$ cat src/rtl/core/arfp_pkg.sv
`timescale 1ns / 1ps
// ----------------------------------------------------------------------------
// arfp_pkg
// Shared types and constants of the receive frame parser.
// ----------------------------------------------------------------------------
package arfp_pkg;

  localparam int unsigned ByteW    = 8;
  localparam int unsigned WordW    = 16;
  localparam int unsigned StatusW  = 3;
  localparam int unsigned OutDataW = 64;

  localparam logic [ByteW-1:0] StartByte   = 8'h7E;
  localparam logic [ByteW-1:0] ReceiveType = 8'h81;
  localparam logic [ByteW-1:0] CheckBase   = 8'hFF;
  localparam logic [WordW-1:0] HeaderBytes = 16'd4;

  typedef enum logic [StatusW-1:0] {
    ST_OK        = 3'd0,
    ST_ZERO_LEN  = 3'd1,
    ST_BAD_SUM   = 3'd2,
    ST_WRONG_TYP = 3'd3,
    ST_SHORT     = 3'd4
  } status_t;

  typedef struct packed {
    logic [StatusW-1:0] frame_status;
    logic [WordW-1:0]   message_length;
    logic [ByteW-1:0]   option_bits;
    logic [ByteW-1:0]   signal_strength;
    logic [WordW-1:0]   source_address;
    logic [ByteW-1:0]   data_byte;
    logic               is_end;
  } result_t;

endpackage

$ cat src/rtl/core/arfp_in_stage.sv
`timescale 1ns / 1ps
// ----------------------------------------------------------------------------
// arfp_in_stage
// Input register for received bytes; holds one byte until the parser takes it.
// ----------------------------------------------------------------------------
module arfp_in_stage (
  input  logic                    clk,
  input  logic                    rst,
  input  logic                    s_axis_tvalid,
  output logic                    s_axis_tready,
  input  logic [arfp_pkg::ByteW-1:0] s_axis_tdata,
  input  logic                    take,
  output logic                    byte_valid,
  output logic [arfp_pkg::ByteW-1:0] byte_data
);
  import arfp_pkg::*;

  logic             held;
  logic [ByteW-1:0] held_byte;

  assign s_axis_tready = !held || take;
  assign byte_valid    = held;
  assign byte_data     = held_byte;

  always_ff @(posedge clk) begin
    if (rst) begin
      held <= 1'b0;
    end else if (s_axis_tready) begin
      held <= s_axis_tvalid;
    end
  end

  always_ff @(posedge clk) begin
    if (s_axis_tvalid && s_axis_tready) begin
      held_byte <= s_axis_tdata;
    end
  end

endmodule

$ cat src/rtl/core/arfp_parser.sv
`timescale 1ns / 1ps
// ----------------------------------------------------------------------------
// arfp_parser
// Frame state machine: one byte per step, produces at most one result.
// ----------------------------------------------------------------------------
module arfp_parser (
  input  logic                       clk,
  input  logic                       rst,
  input  logic                       step,
  input  logic [arfp_pkg::ByteW-1:0] rx_byte,
  output logic                       produce,
  output arfp_pkg::result_t          result
);
  import arfp_pkg::*;

  typedef enum logic [2:0] {
    PH_HUNT   = 3'd0,
    PH_LEN_HI = 3'd1,
    PH_LEN_LO = 3'd2,
    PH_TYPE   = 3'd3,
    PH_BODY   = 3'd4,
    PH_CHECK  = 3'd5
  } phase_t;

  phase_t           phase, phase_next;
  logic [WordW-1:0] frame_length, frame_length_next;
  logic [WordW-1:0] bytes_seen, bytes_seen_next;
  logic [ByteW-1:0] running_sum, running_sum_next;
  logic [ByteW-1:0] frame_kind, frame_kind_next;
  logic [WordW-1:0] sender_word, sender_word_next;
  logic [ByteW-1:0] strength_byte, strength_byte_next;
  logic [ByteW-1:0] options_byte, options_byte_next;

  function automatic result_t end_item(logic [WordW-1:0] len, logic [WordW-1:0] src,
                                       logic [ByteW-1:0] rssi, logic [ByteW-1:0] opt,
                                       status_t st);
    result_t r;
    r                 = '0;
    r.is_end          = 1'b1;
    r.source_address  = src;
    r.signal_strength = rssi;
    r.option_bits     = opt;
    r.message_length  = (len > HeaderBytes) ? len - (HeaderBytes + 16'd1) : '0;
    r.frame_status    = st;
    return r;
  endfunction

  always_comb begin
    status_t st;
    st                 = ST_OK;
    phase_next         = phase;
    frame_length_next  = frame_length;
    bytes_seen_next    = bytes_seen;
    running_sum_next   = running_sum;
    frame_kind_next    = frame_kind;
    sender_word_next   = sender_word;
    strength_byte_next = strength_byte;
    options_byte_next  = options_byte;
    produce            = 1'b0;
    result             = '0;
    case (phase)
      PH_LEN_HI: begin
        frame_length_next = {rx_byte, 8'h00};
        phase_next        = PH_LEN_LO;
      end
      PH_LEN_LO: begin
        frame_length_next = {frame_length[WordW-1:ByteW], rx_byte};
        if (frame_length_next == '0) begin
          produce    = 1'b1;
          result     = end_item(frame_length_next, sender_word, strength_byte,
                                options_byte, ST_ZERO_LEN);
          phase_next = PH_HUNT;
        end else begin
          phase_next = PH_TYPE;
        end
      end
      PH_TYPE: begin
        frame_kind_next  = rx_byte;
        running_sum_next = rx_byte;
        bytes_seen_next  = '0;
        phase_next       = (frame_length == 16'd1) ? PH_CHECK : PH_BODY;
      end
      PH_BODY: begin
        running_sum_next = running_sum + rx_byte;
        bytes_seen_next  = bytes_seen + 16'd1;
        // Length is at least one here, so length minus one cannot wrap.
        if (bytes_seen_next >= frame_length - 16'd1) begin
          phase_next = PH_CHECK;
        end
        if (bytes_seen == 16'd0) begin
          sender_word_next = {rx_byte, 8'h00};
        end else if (bytes_seen == 16'd1) begin
          sender_word_next = {sender_word[WordW-1:ByteW], rx_byte};
        end else if (bytes_seen == 16'd2) begin
          strength_byte_next = rx_byte;
        end else if (bytes_seen == 16'd3) begin
          options_byte_next = rx_byte;
        end else if (frame_kind == ReceiveType) begin
          produce          = 1'b1;
          result.data_byte = rx_byte;
        end
      end
      PH_CHECK: begin
        if (frame_length <= HeaderBytes) begin
          st = ST_SHORT;
        end else if (frame_kind != ReceiveType) begin
          st = ST_WRONG_TYP;
        end else if (CheckBase - running_sum != rx_byte) begin
          st = ST_BAD_SUM;
        end else begin
          st = ST_OK;
        end
        produce    = 1'b1;
        result     = end_item(frame_length, sender_word, strength_byte, options_byte, st);
        phase_next = PH_HUNT;
      end
      default: begin
        if (rx_byte == StartByte) begin
          frame_length_next  = '0;
          bytes_seen_next    = '0;
          running_sum_next   = '0;
          frame_kind_next    = '0;
          sender_word_next   = '0;
          strength_byte_next = '0;
          options_byte_next  = '0;
          phase_next         = PH_LEN_HI;
        end else begin
          phase_next = PH_HUNT;
        end
      end
    endcase
  end

  always_ff @(posedge clk) begin
    if (rst) begin
      phase         <= PH_HUNT;
      frame_length  <= '0;
      bytes_seen    <= '0;
      running_sum   <= '0;
      frame_kind    <= '0;
      sender_word   <= '0;
      strength_byte <= '0;
      options_byte  <= '0;
    end else if (step) begin
      phase         <= phase_next;
      frame_length  <= frame_length_next;
      bytes_seen    <= bytes_seen_next;
      running_sum   <= running_sum_next;
      frame_kind    <= frame_kind_next;
      sender_word   <= sender_word_next;
      strength_byte <= strength_byte_next;
      options_byte  <= options_byte_next;
    end
  end

  // The body counter never runs past the body of the current frame.
  assert property (@(posedge clk) disable iff (rst)
    (phase == PH_BODY) |-> (bytes_seen < frame_length))
    else $error("body counter beyond frame length");

  // A payload byte only comes out of a receive-type frame past its header.
  assert property (@(posedge clk) disable iff (rst)
    (step && produce && !result.is_end) |->
      (frame_kind == ReceiveType && bytes_seen >= HeaderBytes))
    else $error("payload byte outside message body");

  // The phase register only ever holds one of the defined phases.
  assert property (@(posedge clk) disable iff (rst) phase <= PH_CHECK)
    else $error("phase register holds an unused code");

endmodule

$ cat src/rtl/core/arfp_out_fifo.sv
`timescale 1ns / 1ps
// ----------------------------------------------------------------------------
// arfp_out_fifo
// Two-entry result buffer; the parser runs while the sink stalls until full.
// ----------------------------------------------------------------------------
module arfp_out_fifo (
  input  logic              clk,
  input  logic              rst,
  input  logic              push,
  input  arfp_pkg::result_t push_data,
  output logic              has_room,
  output logic              out_valid,
  input  logic              out_ready,
  output arfp_pkg::result_t out_data
);
  import arfp_pkg::*;

  result_t     slot [2];
  logic        rd_ptr;
  logic        wr_ptr;
  logic [1:0]  count;
  logic        pop;

  assign out_valid = (count != 2'd0);
  assign out_data  = slot[rd_ptr];
  assign has_room  = (count != 2'd2);
  assign pop       = out_valid && out_ready;

  always_ff @(posedge clk) begin
    if (rst) begin
      rd_ptr <= 1'b0;
      wr_ptr <= 1'b0;
      count  <= '0;
    end else begin
      if (push) begin
        wr_ptr <= !wr_ptr;
      end
      if (pop) begin
        rd_ptr <= !rd_ptr;
      end
      count <= count + {1'b0, push} - {1'b0, pop};
    end
  end

  always_ff @(posedge clk) begin
    if (push) begin
      slot[wr_ptr] <= push_data;
    end
  end

  assert property (@(posedge clk) disable iff (rst) push |-> has_room)
    else $error("result pushed into a full buffer");

  assert property (@(posedge clk) disable iff (rst) count != 2'd3)
    else $error("result buffer count out of range");

  // Pointers differ exactly when one entry is held.
  assert property (@(posedge clk) disable iff (rst)
    (rd_ptr != wr_ptr) == (count == 2'd1))
    else $error("result buffer pointers disagree with count");

endmodule

$ cat src/rtl/core/api_receive_frame_parser_unit.sv
`timescale 1ns / 1ps
// ----------------------------------------------------------------------------
// api_receive_frame_parser_unit
// Deframer for received radio-modem API frames, one serial byte per cycle while the result buffer has room.
// ----------------------------------------------------------------------------
// Received bytes enter on the s_axis channel, one byte per transaction.
// Bytes before a start byte are dropped. Message bytes past the 4-byte
// header of a receive frame leave on m_axis with tlast low; each frame ends
// with one m_axis transaction with tlast high that carries the header
// fields, the message length and the status.
// A byte taken on s_axis is held in the input register and parsed from
// there; the parser pushes its result into the result buffer, which
// offers it on m_axis.
// Throughput: one byte per cycle while the result buffer has room; the
// parser updates its frame state once per byte in a single step between
// the input register and the two-entry result buffer.
// Reset clears all frame state, the input register and the result buffer;
// the parser then hunts for a start byte.
// When the receiver stalls, the result buffer absorbs up to two results;
// once it is full the parser holds, the input register keeps one more byte
// and then s_axis_tready drops.
// ----------------------------------------------------------------------------
module api_receive_frame_parser_unit (
  input  logic                          clk,
  input  logic                          rst,
  input  logic                          s_axis_tvalid,
  output logic                          s_axis_tready,
  input  logic [arfp_pkg::ByteW-1:0]    s_axis_tdata,  // [7:0] rx_byte
  output logic                          m_axis_tvalid,
  input  logic                          m_axis_tready,
  // [7:0] data_byte, [23:8] source_address, [31:24] signal_strength,
  // [39:32] option_bits, [55:40] message_length, [58:56] frame_status,
  // [63:59] zero
  output logic [arfp_pkg::OutDataW-1:0] m_axis_tdata,
  output logic                          m_axis_tlast   // is_end
);
  import arfp_pkg::*;

  logic             byte_valid;
  logic [ByteW-1:0] byte_data;
  logic             has_room;
  logic             step;
  logic             produce;
  result_t          result;
  result_t          out_res;

  assign step = byte_valid && has_room;

  arfp_in_stage u_in (
    .clk          (clk),
    .rst          (rst),
    .s_axis_tvalid(s_axis_tvalid),
    .s_axis_tready(s_axis_tready),
    .s_axis_tdata (s_axis_tdata),
    .take         (step),
    .byte_valid   (byte_valid),
    .byte_data    (byte_data)
  );

  arfp_parser u_parser (
    .clk    (clk),
    .rst    (rst),
    .step   (step),
    .rx_byte(byte_data),
    .produce(produce),
    .result (result)
  );

  arfp_out_fifo u_out (
    .clk      (clk),
    .rst      (rst),
    .push     (step && produce),
    .push_data(result),
    .has_room (has_room),
    .out_valid(m_axis_tvalid),
    .out_ready(m_axis_tready),
    .out_data (out_res)
  );

  assign m_axis_tdata = {5'b0, out_res.frame_status, out_res.message_length,
                         out_res.option_bits, out_res.signal_strength,
                         out_res.source_address, out_res.data_byte};
  assign m_axis_tlast = out_res.is_end;

endmodule
$ cat config.mk
export PLATFORM = sky130hd
export DESIGN_NAME = api_receive_frame_parser_unit
export DESIGN_NICKNAME = d
export VERILOG_FILES = /design/src/rtl/core/arfp_pkg.sv /design/src/rtl/core/arfp_in_stage.sv /design/src/rtl/core/arfp_parser.sv /design/src/rtl/core/arfp_out_fifo.sv /design/src/rtl/core/api_receive_frame_parser_unit.sv
export SDC_FILE = /design/constraint.sdc
export NUM_CORES = 1
export LEC_CHECK = 0
export ABC_AREA = 1
export BUFFER_PORTS_ARGS = -buffer_cell sky130_fd_sc_hd__buf_4
export CORE_ASPECT_RATIO = 1.4
export CORE_MARGIN = 3
export CORE_UTILIZATION = 40
export DETAILED_ROUTE_END_ITERATION = 10
export PLACE_DENSITY_LB_ADDON = 0.12
export SYNTH_ARGS = -nofsm -noshare
export SYNTH_HDL_FRONTEND = slang
export SYNTH_SLANG_ARGS = --single-unit
$ cat constraint.sdc
create_clock -name clk -period 5.92 [get_ports clk]
set_clock_uncertainty 0.2 [all_clocks]
set_input_delay 1.184 -clock clk [delete_from_list [all_inputs] [get_ports clk]]
set_output_delay 1.184 -clock clk [all_outputs]
set_load 0.01 [all_outputs]
# Word level (Yosys, flattened, before mapping)
# Memory sizes are Yosys's and may differ from the RTL's. A register that Yosys moved wholly into a read port is not among the register bits.
# Cells that the tools add are included.
dict set report classes {
  n_addsub 8
  order_cmp 4
  n_eq_ne 22
  mux 48
  n_bitwise 5
  n_reduce_logical 29
}
# cell n
set ops {}
lappend ops {{$mux 8} 14}
lappend ops {{$pmux 51 s2} 1}
lappend ops {{$pmux 16 s3} 2}
lappend ops {{$mux 16} 4}
lappend ops {{$pmux 8 s2} 4}
lappend ops {{$mux 58} 1}
lappend ops {{$eq 16x1->1 const B} 2}
lappend ops {{$eq 16x2->1 const B} 2}
lappend ops {{$gt 16x3->1 const B} 2}
lappend ops {{$logic_not 16->1} 2}
lappend ops {{$pmux 16 s2} 1}
lappend ops {{$sub 16x3->16 const B} 2}
lappend ops {{$pmux 8 s3} 1}
lappend ops {{$add 16x1->16 const B} 1}
lappend ops {{$ge 16x16->1} 1}
lappend ops {{$le 16x3->1 const B} 1}
lappend ops {{$sub 16x1->16 const B} 1}
lappend ops {{$pmux 3 s5} 1}
lappend ops {{$mux 1} 12}
lappend ops {{$reduce_and 4->1} 3}
lappend ops {{$reduce_and 3->1} 3}
lappend ops {{$add 8x8->8} 1}
lappend ops {{$eq 8x7->1 const B} 1}
lappend ops {{$eq 8x8->1 const B} 1}
lappend ops {{26 further kinds} 52}
dict set report word_totals {
  reg_bits 96
  mem_bits_rw 120
  output_inout_bits 67
  n_memories 1
}
# name depth width rd rd_clocked_by_memory_dff write_ports line_no
set memory_table {}
lappend memory_table {u_out.slot 2 60 1 1 1 arfp_out_fifo.sv:18} ;# result_t slot [2];

# Depth between registers and ports, before layout
# Gate-level depths: netlist of run 1.
dict set report depth {
  word_depth 10
  mapped_depth 20
  mapped_depth_nobuf 20
}

# By module
# From an unflattened synthesis of run 1, not the netlist that was laid out.
dict set report unflattened {
  hier_cells 1134
  hier_area_um2 10757.8
}
# mod n_inst cells_per_inst area_per_inst_um2
set by_module_without_submodules {}
lappend by_module_without_submodules {arfp_parser 1 887 5536.6}
lappend by_module_without_submodules {arfp_out_fifo 1 223 4874.7}
lappend by_module_without_submodules {arfp_in_stage 1 14 287.8}
lappend by_module_without_submodules {api_receive_frame_parser_unit 1 10 58.8}

# Worst setup path before layout of run 1
# No wires, ideal clock.
dict set report synth_path {
  path_type {register -> register}
  from {register u_in.held_byte[1] (netlist: u_in.byte_data[1])}
  to {memory u_out.slot[0][0] in the netlist's numbering, enable pin}
  setup_ns 0.478
  t_arrival_ns 3.849
  required_ns 5.242
  slack_ns 1.393
  stages_incl_launch_ff 11
  n_path_buf 0
  period_less_slack_ns 4.527
  cell_sequence {edfxtp_1 > inv_1 > ha_1 > nand3_1 > nor2_1 > nand3_1 > nand2_1 > inv_2 > nand2_1 > nand2_1 > nor2_1}
}
dict set report synth_between {
  elab_chain_cells 6
}
# element line_no
set synth_lines {}
lappend synth_lines {{from (decl)} arfp_in_stage.sv:19} ;# logic [ByteW-1:0] held_byte;
lappend synth_lines {{from (signal assigned)} arfp_in_stage.sv:35} ;# held_byte <= s_axis_tdata;
lappend synth_lines {{$logic_not 16->1} arfp_parser.sv:68} ;# if (frame_length_next == '0) begin
lappend synth_lines {{$mux 1} arfp_parser.sv:68}
lappend synth_lines {{$pmux 1 s3} arfp_parser.sv:61} ;# case (phase)
lappend synth_lines {{$logic_and 1x1->1} api_receive_frame_parser_unit.sv:72} ;# .push (step && produce),
lappend synth_lines {{$mux 1} arfp_out_fifo.sv:46} ;# if (push) begin
lappend synth_lines {{$mux 1 (implied by the code)} arfp_out_fifo.sv:47} ;# slot[wr_ptr] <= push_data;
lappend synth_lines {{to (decl)} arfp_out_fifo.sv:18}
# No other way between the ends.

==> results of run 1 <==
## metrics by stage
step            util  cell area, um^2  cells  worst slack [ps]
4_1_cts        0.468            11900   1505              2010
5_1_grt        0.468            11900   1505              1970
6_report       0.468            11900   1505              2100
3_3_place_gp   0.440            11200   1464              2250
3_5_place_dp   0.440            11200   1464              2230
2_1_floorplan      -            10400   1102              1390
## final cells by class
type,instances,area share
Sequential cell,217,0.472
Clock buffer,29,0.0519
Inverter,127,0.0403
Timing Repair Buffer,77,0.0485
Clock inverter,12,0.00808
Multi-Input combinational cell,724,0.346
Tap cell,319,0.0335
## sequential cells by signal, summed over array words and instances, names as in the netlist, named ones only
signal,count
u_in.byte_data,8
u_parser.phase,3
u_parser.sender_word,16
u_parser.frame_length,16
u_out.wr_ptr,1
u_parser.options_byte,8
u_in.byte_valid,1
u_parser.strength_byte,8
u_parser.running_sum,8
u_parser.bytes_seen,16
u_out.count,2
u_parser.frame_kind,8
u_out.rd_ptr,1
u_out.slot,120
## cell families (layout without fill, tap and decap cells)
logic type,Yosys count,in the layout,synth area share
muxes,60,60,0.0651
DFF,217,217,0.542
other,1,5,0.000361
xor gates and xnor gates,34,34,0.0287
buffers and inverters,161,245,0.0635
adders and majority gates,35,35,0.0429
AOI/OAI and AO/OA,149,149,0.0777
and+or+nand+nor,441,441,0.180
## synth_stat cells, drive strengths merged (11+ instances only)
master	instances
a21oi	78
buf	23
clkbuf	11
dfxtp	89
edfxtp	128
ha	34
inv	126
mux2	60
nand2	187
nand3	51
nor2	175
nor3	15
o21ai	52
xor2	28
## layer usage
metal | GRT usage | up-vias | wire length [um]
met5 | 0 | - | 0
met4 | 0.0676 | 0 | 898
met3 | 0.0228 | 50 | 892
met2 | 0.337 | 149 | 13400
met1 | 0.208 | 3454 | 10200
li1 | - | 3797 | -
## worst max-delay path: stages (launching register included)
cell and delay, ps:
dfxtp_2 760, buf_4 530, mux2_2 450, buf_4 160
## how the worst min path moves through the flow
stage,startpoint,end
final,u_out.rd_ptr$_SDFFE_PP0P_,flop
after global routing,u_out.rd_ptr$_SDFFE_PP0P_,flop
after CTS,u_out.rd_ptr$_SDFFE_PP0P_,flop
after detailed placement,u_out.rd_ptr$_SDFFE_PP0P_,flop
after global placement,u_out.rd_ptr$_SDFFE_PP0P_,flop
after floorplan,u_out.rd_ptr$_SDFFE_PP0P_,flop
## power groups by stage
stage	sequential [uW]	clock [uW]	combinational, uW
6_report	1650	1360	540
4_1_cts	1650	1400	549
3_5_place_dp	1690	0	544
5_1_grt	1660	1460	599
3_3_place_gp	1690	0	545
2_1_floorplan	1660	0	379
==> flow_summary_export.csv, run 1 <==
group,metric,value,unit
status,status,"finished, final reports clean",
placed_design,portBuffers,73,
critical_path,worstPathRequired,4540,ps
critical_path,worst-setup-path-type,"flop to primary output",
yosys,yosysSeqAreaShare,0.542,
sta,rsz0062_at_grt,"false",
power,p_clk_frac,0.383,
layout,mostFrequentLayoutCells,"176 x nand2_1, 169 x nor2_1, 128 x edfxtp_1",
routing,wl_per_cell,16.9,um
power,switchingPower,930,uW
power,switching_share,0.262,
power,vdd_drop_max,0.201,mV
global_routing,grt_max_degree,60,
clock_network,htree_levels,1,
yosys,ys_types,43,
yosys,synthTopCellsByArea,"edfxtp_1 37%, dfxtp_1 17%, mux2_2 6.5%",
critical_path,reg2reg_from,"u_in.byte_data[1]$_DFFE_PP_",
global_routing,grt_pass1_wl,40000,um
placed_design,place_congestion,0.961,
layout,multiInputGateArea,4120,um^2
sta,relSlewSlack,0.320,
yosys,synth_edf_count,128,
clock_network,clockBufferDepth,3,
clock_network,cts_setup_buffers,0,
critical_path,ff2ff_path_depth,11,
routing,drt_iter0_markers,454,
yosys,async_flop_share,0,
clock_network,cts_buffers,23,
critical_path,crit_path_end,"m_axis_tdata[55]",
global_routing,track_usage,0.181,
sta,final_hold_viol_count,0,
die,initial_core_util,0.408,
sta,drv_slew,0,
routing,num_vias,7450,
yosys,ys_ff_latch,217,
power,p_int,2630,uW
sta,finalSetupTns,0,ps
yosys,synth_top_area_frac,0.370,
routing,drtPass1Iterations,5,
routing,drc_errors,0,
critical_path,cp_max_fo,34,
yosys,yosys_most_used_dff,"edfxtp_1",
routing,ant_nets,0,
clock_network,clk_latency,500,ps
clock_network,clkTransAtPathRegs,60,ps
layout,layout_commonest_cell,"nand2_1",
worst_hold_path,hold_class,"flop to flop",
sta,period_share,0.645,
yosys,synth_top_cell_by_area,"edfxtp_1",
die,fp-row-count,69,
clock_network,clkSinkCount,217,
routing,wl,25400,um
sta,worst_slew_pin_slew,1020,ps
power,p_total,3560,uW
sta,whs,248,ps
layout,insertedDiodeCount,0,
power,comb_power_share,0.152,
layout,seqCellArea,5630,um^2
global_routing,grt_pass1_vias,7425,
clock_network,cts-root-buf,"clkbuf_16",
critical_path,rrSetupSlack,2330,ps
power,power.leakage,0.00494,uW
die,die_x,142,um
clock_network,ctsHoldBuffers,0,
critical_path,crit_arrival,2440,ps
global_routing,overflow,0,
yosys,synth.avg_cell_area,9.46,um^2
sta,fmax,262,MHz
routing,viasPerCell,4.95,
yosys,syn_area,10400,um^2
critical_path,end_kind,"primary output",
die,io_pins,79,
power,power.density,298,nW/um^2
critical_path,start_kind,"flop",
yosys,yosys_warnings,0,
sta,min_period,3820,ps
yosys,synthCells,1098,
layout,fillers,2451,
layout,drive_gt1_frac,0.182,
layout,nets,1217,
die,die_height,197,um
placed_design,dpl.hpwl,18500,um
critical_path,timing.rr.end,"u_out.slot[1][53]$_DFFE_PP_",
global_routing,antenna_found_initial,0,
power,seqPwrFrac,0.465,
layout,area_delta_synth_final,14.8,%
clock_network,cts_tree,"done",
run,drv_cap,0,
sta,setup_viol,0,
worst_hold_path,whs_path_depth,1,
die,dieArea,28000,um^2
clock_network,post_cts_resized,0,
die,core,25500,um^2
Power figures use the tool's default switching activity.
==> run 2, diff against run 1 <==
==> constraint.sdc (replaced) <==
create_clock -name clk -period 3.7 [get_ports clk]
set_clock_uncertainty 0.2 [all_clocks]
set_input_delay 0.74 -clock clk [delete_from_list [all_inputs] [get_ports clk]]
set_output_delay 0.74 -clock clk [all_outputs]
set_load 0.01 [all_outputs]
==> flow_summary_export.csv, run 2 (synthesis results as in run 1) <==
group,metric,value,unit
critical_path,timing.rr.end,"u_parser.phase[0]$_SDFFE_PP0P_",
global_routing,use_met2,0.356,
sta,rsz0062_at_grt,"false",
status,status,"finished, final reports clean",
sta,worst_slew_pin_slew,949,ps
routing,num_vias,7660,
die,die_height,197,um
global_routing,antenna_found_initial,0,
die,fp-row-count,69,
sta,final_hold_viol_count,0,
routing,viasPerCell,5.05,
worst_hold_path,hold_class,"input pin to flop",
clock_network,htree_levels,1,
sta,fmax,318,MHz
critical_path,worstPathRequired,3880,ps
clock_network,cts_setup_buffers,0,
layout,mostFrequentLayoutCells,"176 x nand2_1, 169 x nor2_1, 128 x edfxtp_1",
power,comb_power_share,0.152,
routing,wl,26000,um
power,power.density,484,nW/um^2
power,p_total,5850,uW
global_routing,use_met3,0.0187,
power,p_clk_frac,0.399,
clock_network,post_cts_resized,0,
power,switchingPower,1460,uW
clock_network,ctsHoldBuffers,0,
layout,top_register,"u_out.slot",
clock_network,cts_tree,"done",
clock_network,clkSinkCount,217,
routing,ant_nets,0,
layout,drive_gt1_frac,0.189,
sta,min_period,3150,ps
global_routing,grt_max_degree,59,
layout,nets,1229,
critical_path,reg2reg_from,"u_parser.bytes_seen[0]$_SDFFE_PP0P_",
run,drv_cap,0,
critical_path,cp_max_fo,5,
layout,fillers,2476,
power,vdd_drop_max,0.367,mV
worst_hold_path,hold_end,"u_in.byte_data[7]$_DFFE_PP_",
critical_path,ff2ff_path_depth,17,
layout,largest_reg_flops,120,
power,power.leakage,0.00504,uW
placed_design,portBuffers,73,
power,p_int,4380,uW
global_routing,overflow,0,
global_routing,grt_use_met1,0.206,
worst_hold_path,whs_path_depth,1,
routing,drtPass1Iterations,5,
clock_network,cts-root-buf,"clkbuf_16",
clock_network,clkTransAtPathRegs,60,ps
routing,wl_per_cell,17.1,um
die,io_pins,79,
sta,setup_viol,0,
worst_hold_path,hold_start,"s_axis_tdata[7]",
die,core,25500,um^2
die,die_x,142,um
sta,period_share,0.850,
routing,drt_iter0_markers,482,
placed_design,place_congestion,0.946,
sta,relSlewSlack,0.366,
critical_path,crit_arrival,3330,ps
layout,insertedDiodeCount,0,
layout,layout_commonest_cell,"nand2_1",
clock_network,cts_buffers,22,
global_routing,grt_pass1_vias,7573,
clock_network,clk_latency,510,ps
layout,area_delta_synth_final,16.4,%
routing,drc_errors,0,
global_routing,track_usage,0.184,
die,initial_core_util,0.408,
die,dieArea,28000,um^2
placed_design,dpl.hpwl,18900,um
clock_network,clockBufferDepth,3,
critical_path,start_kind,"flop",
global_routing,busiest_layer,"met2",
global_routing,grt_pass1_wl,40600,um
sta,drv_slew,0,
critical_path,worst-setup-path-type,"flop to flop",
power,seqPwrFrac,0.449,
critical_path,rrSetupSlack,550,ps
critical_path,startpoint,"u_parser.bytes_seen[0]$_SDFFE_PP0P_",
power,switching_share,0.250,
sta,finalSetupTns,0,ps
critical_path,end_kind,"flop",
run 2: power groups by stage:
stage	Sequential, uW	Clock (uW)	Combinational (uW)
after floorplan	2650	0	606
after global placement	2680	0	899
after detailed placement	2680	0	895
after CTS	2630	2380	900
after global routing	2630	2480	982
final	2630	2330	888
run 2: per-stage QoR:
step	std cells	utilization	worst slack, ps	cell area [um^2]	hold WS (ps)
3_3_place_gp	1477	0.445	618	11300	232
5_1_grt	1516	0.475	192	12100	199
3_5_place_dp	1477	0.445	547	11300	247
6_report	1516	0.475	553	12100	212
2_1_floorplan	1102	-	178	10400	226
4_1_cts	1516	0.475	529	12100	193
run 2: how the worst max path moves through the flow:
stage / to / depth (start not counted) / slack, ps
5_1_grt: u_out.count[1]$_SDFF_PP0_ / 15 / 190
2_1_floorplan: u_out.slot[0][0]$_DFFE_PP_ / 10 / 180
3_3_place_gp: u_out.count[1]$_SDFF_PP0_ / 15 / 620
3_5_place_dp: u_out.count[1]$_SDFF_PP0_ / 15 / 550
6_report: u_parser.phase[0]$_SDFFE_PP0P_ / 17 / 550
4_1_cts: u_out.count[1]$_SDFF_PP0_ / 15 / 530
run 2: worst max-delay path, cell delays in order (launching register included):
cell,delay [ps]
dfxtp_1,440
ha_1,280
nand2_1,80
nor2_1,260
nand3_1,210
nor2_1,130
nand2_1,70
xor2_1,280
ha_1,290
nand2_1,90
o21bai_1,120
a21oi_1,80
nor2_1,90
nand2_1,110
nand2_1,140
nand2_1,70
nand2_1,60
nor2_1,50
run 2: layout make-up:
| class | instances | area, um^2 | share of cell area |
|---|---|---|---|
| sequential | 217 | 5630 | 0.465 |
| inverter | 127 | 480 | 0.0397 |
| clock buffer | 24 | 589 | 0.0487 |
| tap | 319 | 399 | 0.0330 |
| multi-input combinational | 724 | 4120 | 0.341 |
| clock inverter | 15 | 173 | 0.0143 |
| timing repair buffer | 90 | 701 | 0.0580 |
run 2: per-layer routing:
layer  part of all wire  vias up
met4              0.032        0
met1               0.39     3625
li1                   -     3811
met3              0.032       52
met5                  0        -
met2               0.55      172
==> run 3, diff against run 2 <==
--- a/config.mk
+++ b/config.mk
@@ -5,11 +5,12 @@
 export SDC_FILE = /design/constraint.sdc
 export NUM_CORES = 1
 export LEC_CHECK = 0
-export ABC_AREA = 1
+export ABC_AREA = 0
 export BUFFER_PORTS_ARGS = -buffer_cell sky130_fd_sc_hd__buf_4
 export CORE_ASPECT_RATIO = 1.4
 export CORE_MARGIN = 3
-export CORE_UTILIZATION = 40
+export CORE_UTILIZATION = 50
+export CTS_CLUSTER_DIAMETER = 50
 export DETAILED_ROUTE_END_ITERATION = 10
 export PLACE_DENSITY_LB_ADDON = 0.12
 export SYNTH_ARGS = -nofsm -noshare
==> flow_summary_export.csv, run 3 <==
group,metric,value,unit
global_routing,grt_pass1_wl,37600,um
yosys,synth_top_area_frac,0.375,
clock_network,clkSinkCount,217,
yosys,synthTopCellsByArea,"edfxtp_1 37%, dfxtp_1 17%, mux2_2 6.6%",
critical_path,path_buf_inv,2,
critical_path,worst-setup-path-type,"flop to flop",
placed_design,dpl.hpwl,15600,um
die,dieArea,22300,um^2
yosys,synth_top_cell_by_area,"edfxtp_1",
yosys,ys_ff_latch,217,
layout,largest_reg_flops,120,
routing,num_vias,6934,
yosys,synth.avg_cell_area,11.4,um^2
routing,wl_per_cell,18.7,um
layout,insertedDiodeCount,0,
die,initial_core_util,0.513,
die,fp-row-count,61,
routing,viasPerCell,5.63,
sta,min_period,3350,ps
layout,post-route-util,0.587,
global_routing,grt_pass1_vias,7106,
power,p_total,5400,uW
die,core,20000,um^2
yosys,async_flop_share,0,
sta,setup_viol,0,
status,status,"finished, final reports clean",
power,power.density,460,nW/um^2
critical_path,slowest_delay,650,ps
yosys,synth_most_common_cell,"edfxtp_1",
critical_path,crit_top_cell,"ha_1",
power,vdd_drop_max,0.297,mV
critical_path,start_kind,"flop",
yosys,synth_edf_count,128,
critical_path,cp_slowest_cell,"nor4b_1",
clock_network,clk_latency,500,ps
global_routing,grt_use_met1,0.267,
yosys,syn_area,10300,um^2
layout,nets,1010,
layout,fillers,1725,
routing,drtPass1Iterations,5,
layout,multiInputGateArea,4330,um^2
sta,relSlewSlack,0.413,
critical_path,worst-path-stages,12,
critical_path,crit_arrival,3510,ps
die,die_height,175,um
global_routing,antenna_found_initial,0,
yosys,yosys_warnings,0,
layout,drive_gt1_frac,0.219,
run,drv_cap,0,
sta,final_hold_viol_count,0,
yosys,ys_types,70,
critical_path,worstPathCellList,"inv_1 > ha_1 > nor4b_1 > nand3_1 > o21ai_2 > o221ai_4 > ha_1 > inv_1 > ha_1 > xor2_1 > xnor2_1 > nor2_1",
routing,drt_iter0_markers,518,
sta,fin_ws,347,ps
clock_network,ctsHoldBuffers,0,
yosys,yosys-top-cells-count,"128 x edfxtp_1, 106 x nor2_1, 89 x dfxtp_1",
clock_network,cts-root-buf,"clkbuf_16",
sta,fmax,298,MHz
sta,whs,214,ps
die,die_x,127,um
critical_path,cp_max_fo,4,
clock_network,htree_levels,1,
routing,drc_errors,0,
global_routing,use_met3,0.0274,
die,io_pins,79,
routing,ant_nets,0,
placed_design,portBuffers,73,
sta,rsz0062_at_grt,"false",
layout,layout_commonest_cell,"edfxtp_1",
layout,area_delta_synth_final,14.5,%
yosys,yosys_most_used_dff,"edfxtp_1",
routing,wl,23000,um
clock_network,clockBufferDepth,3,
clock_network,cts_tree,"done",
worst_hold_path,hold_class,"input pin to flop",
yosys,yosysSeqAreaShare,0.549,
sta,finalSetupTns,0,ps
worst_hold_path,whs_path_depth,1,
critical_path,crit_family,"simple AND/OR/NAND/NOR gates",
sta,period_share,0.906,
critical_path,ff2ff_path_depth,12,
layout,top_register,"u_out.slot",
power,power.leakage,0.00447,uW
clock_network,cts_buffers,22,
clock_network,clkTransAtPathRegs,60,ps
global_routing,track_usage,0.209,
clock_network,cts_setup_buffers,0,
global_routing,grt_max_degree,78,
global_routing,overflow,0,
layout,seqCellArea,5630,um^2
critical_path,end_kind,"flop",
global_routing,busiest_layer,"met2",
yosys,synthCells,896,
clock_network,post_cts_resized,0,
sta,worst_slew_pin_slew,880,ps
global_routing,use_met2,0.367,
sta,drv_slew,0,
layout,mostFrequentLayoutCells,"128 x edfxtp_1, 104 x nor2_1, 90 x buf_4",
critical_path,worstPathRequired,3860,ps
placed_design,place_congestion,0.865,
placed_design,place_ws,352,ps
==> run 3: changes by cell type after synthesis, moves of 13 or more <==
cell	change
nor2_1	-64
a22oi_1	+13
xnor2_1	+22
clkbuf_1	+15
nand2_1	-125
and2_1	+46
mux2i_1	+17
a21oi_1	-44
inv_1	-99
o21ai_0	-34
nand3_1	-25
a22o_1	+16
==> run 3: cell type report <==
type	instances	share of cell area
Clock buffer	35	0.0537
Clock inverter	5	0.00352
Inverter	14	0.00448
Multi-Input combinational cell	615	0.369
Sequential cell	217	0.479
Tap cell	252	0.0269
Timing Repair Buffer	93	0.0627
==> run 3: per-layer routing <==
layer,wire [um],part of all wire
met2,11700,0.51
met5,0,0
met3,1020,0.044
met1,9630,0.42
met4,639,0.028
==> run 3: power breakdown <==
group / switching (uW) / internal (uW) / total (uW)
registers: 55.2 / 2560 / 2620
clock network: 903 / 1180 / 2090
logic: 365 / 333 / 697
==> run 3: worst paths after layout <==
check                                  startpoint                              endpoint  slack [ps]
max                   u_in.byte_data[0]$_DFFE_PP_             u_out.count[1]$_SDFF_PP0_         350
min reg2reg  u_parser.sender_word[4]$_SDFFE_PP0P_  u_parser.sender_word[4]$_SDFFE_PP0P_         250
max reg2reg           u_in.byte_data[0]$_DFFE_PP_             u_out.count[1]$_SDFF_PP0_         350
min                               s_axis_tdata[3]           u_in.byte_data[3]$_DFFE_PP_         210
==> run 3: cells by family (layout without fill, tap and decap cells) <==
group                      Yosys count  after routing  synth area share
buffers and inverters               68            147            0.0316
DFF                                217            217             0.549
other                                1              5          0.000366
and+or+nand+nor                    317            317             0.161
adders and majority gates           35             35            0.0434
AOI/OAI and AO/OA                  131            131            0.0901
xor gates and xnor gates            50             50            0.0427
muxes                               77             77            0.0825
==> run 3: stage by stage <==
stage | cells | area (um^2)
6_report | 1231 | 11700
5_1_grt | 1231 | 11700
4_1_cts | 1231 | 11700
3_5_place_dp | 1191 | 11100
3_3_place_gp | 1191 | 11100
2_1_floorplan | 900 | 10300
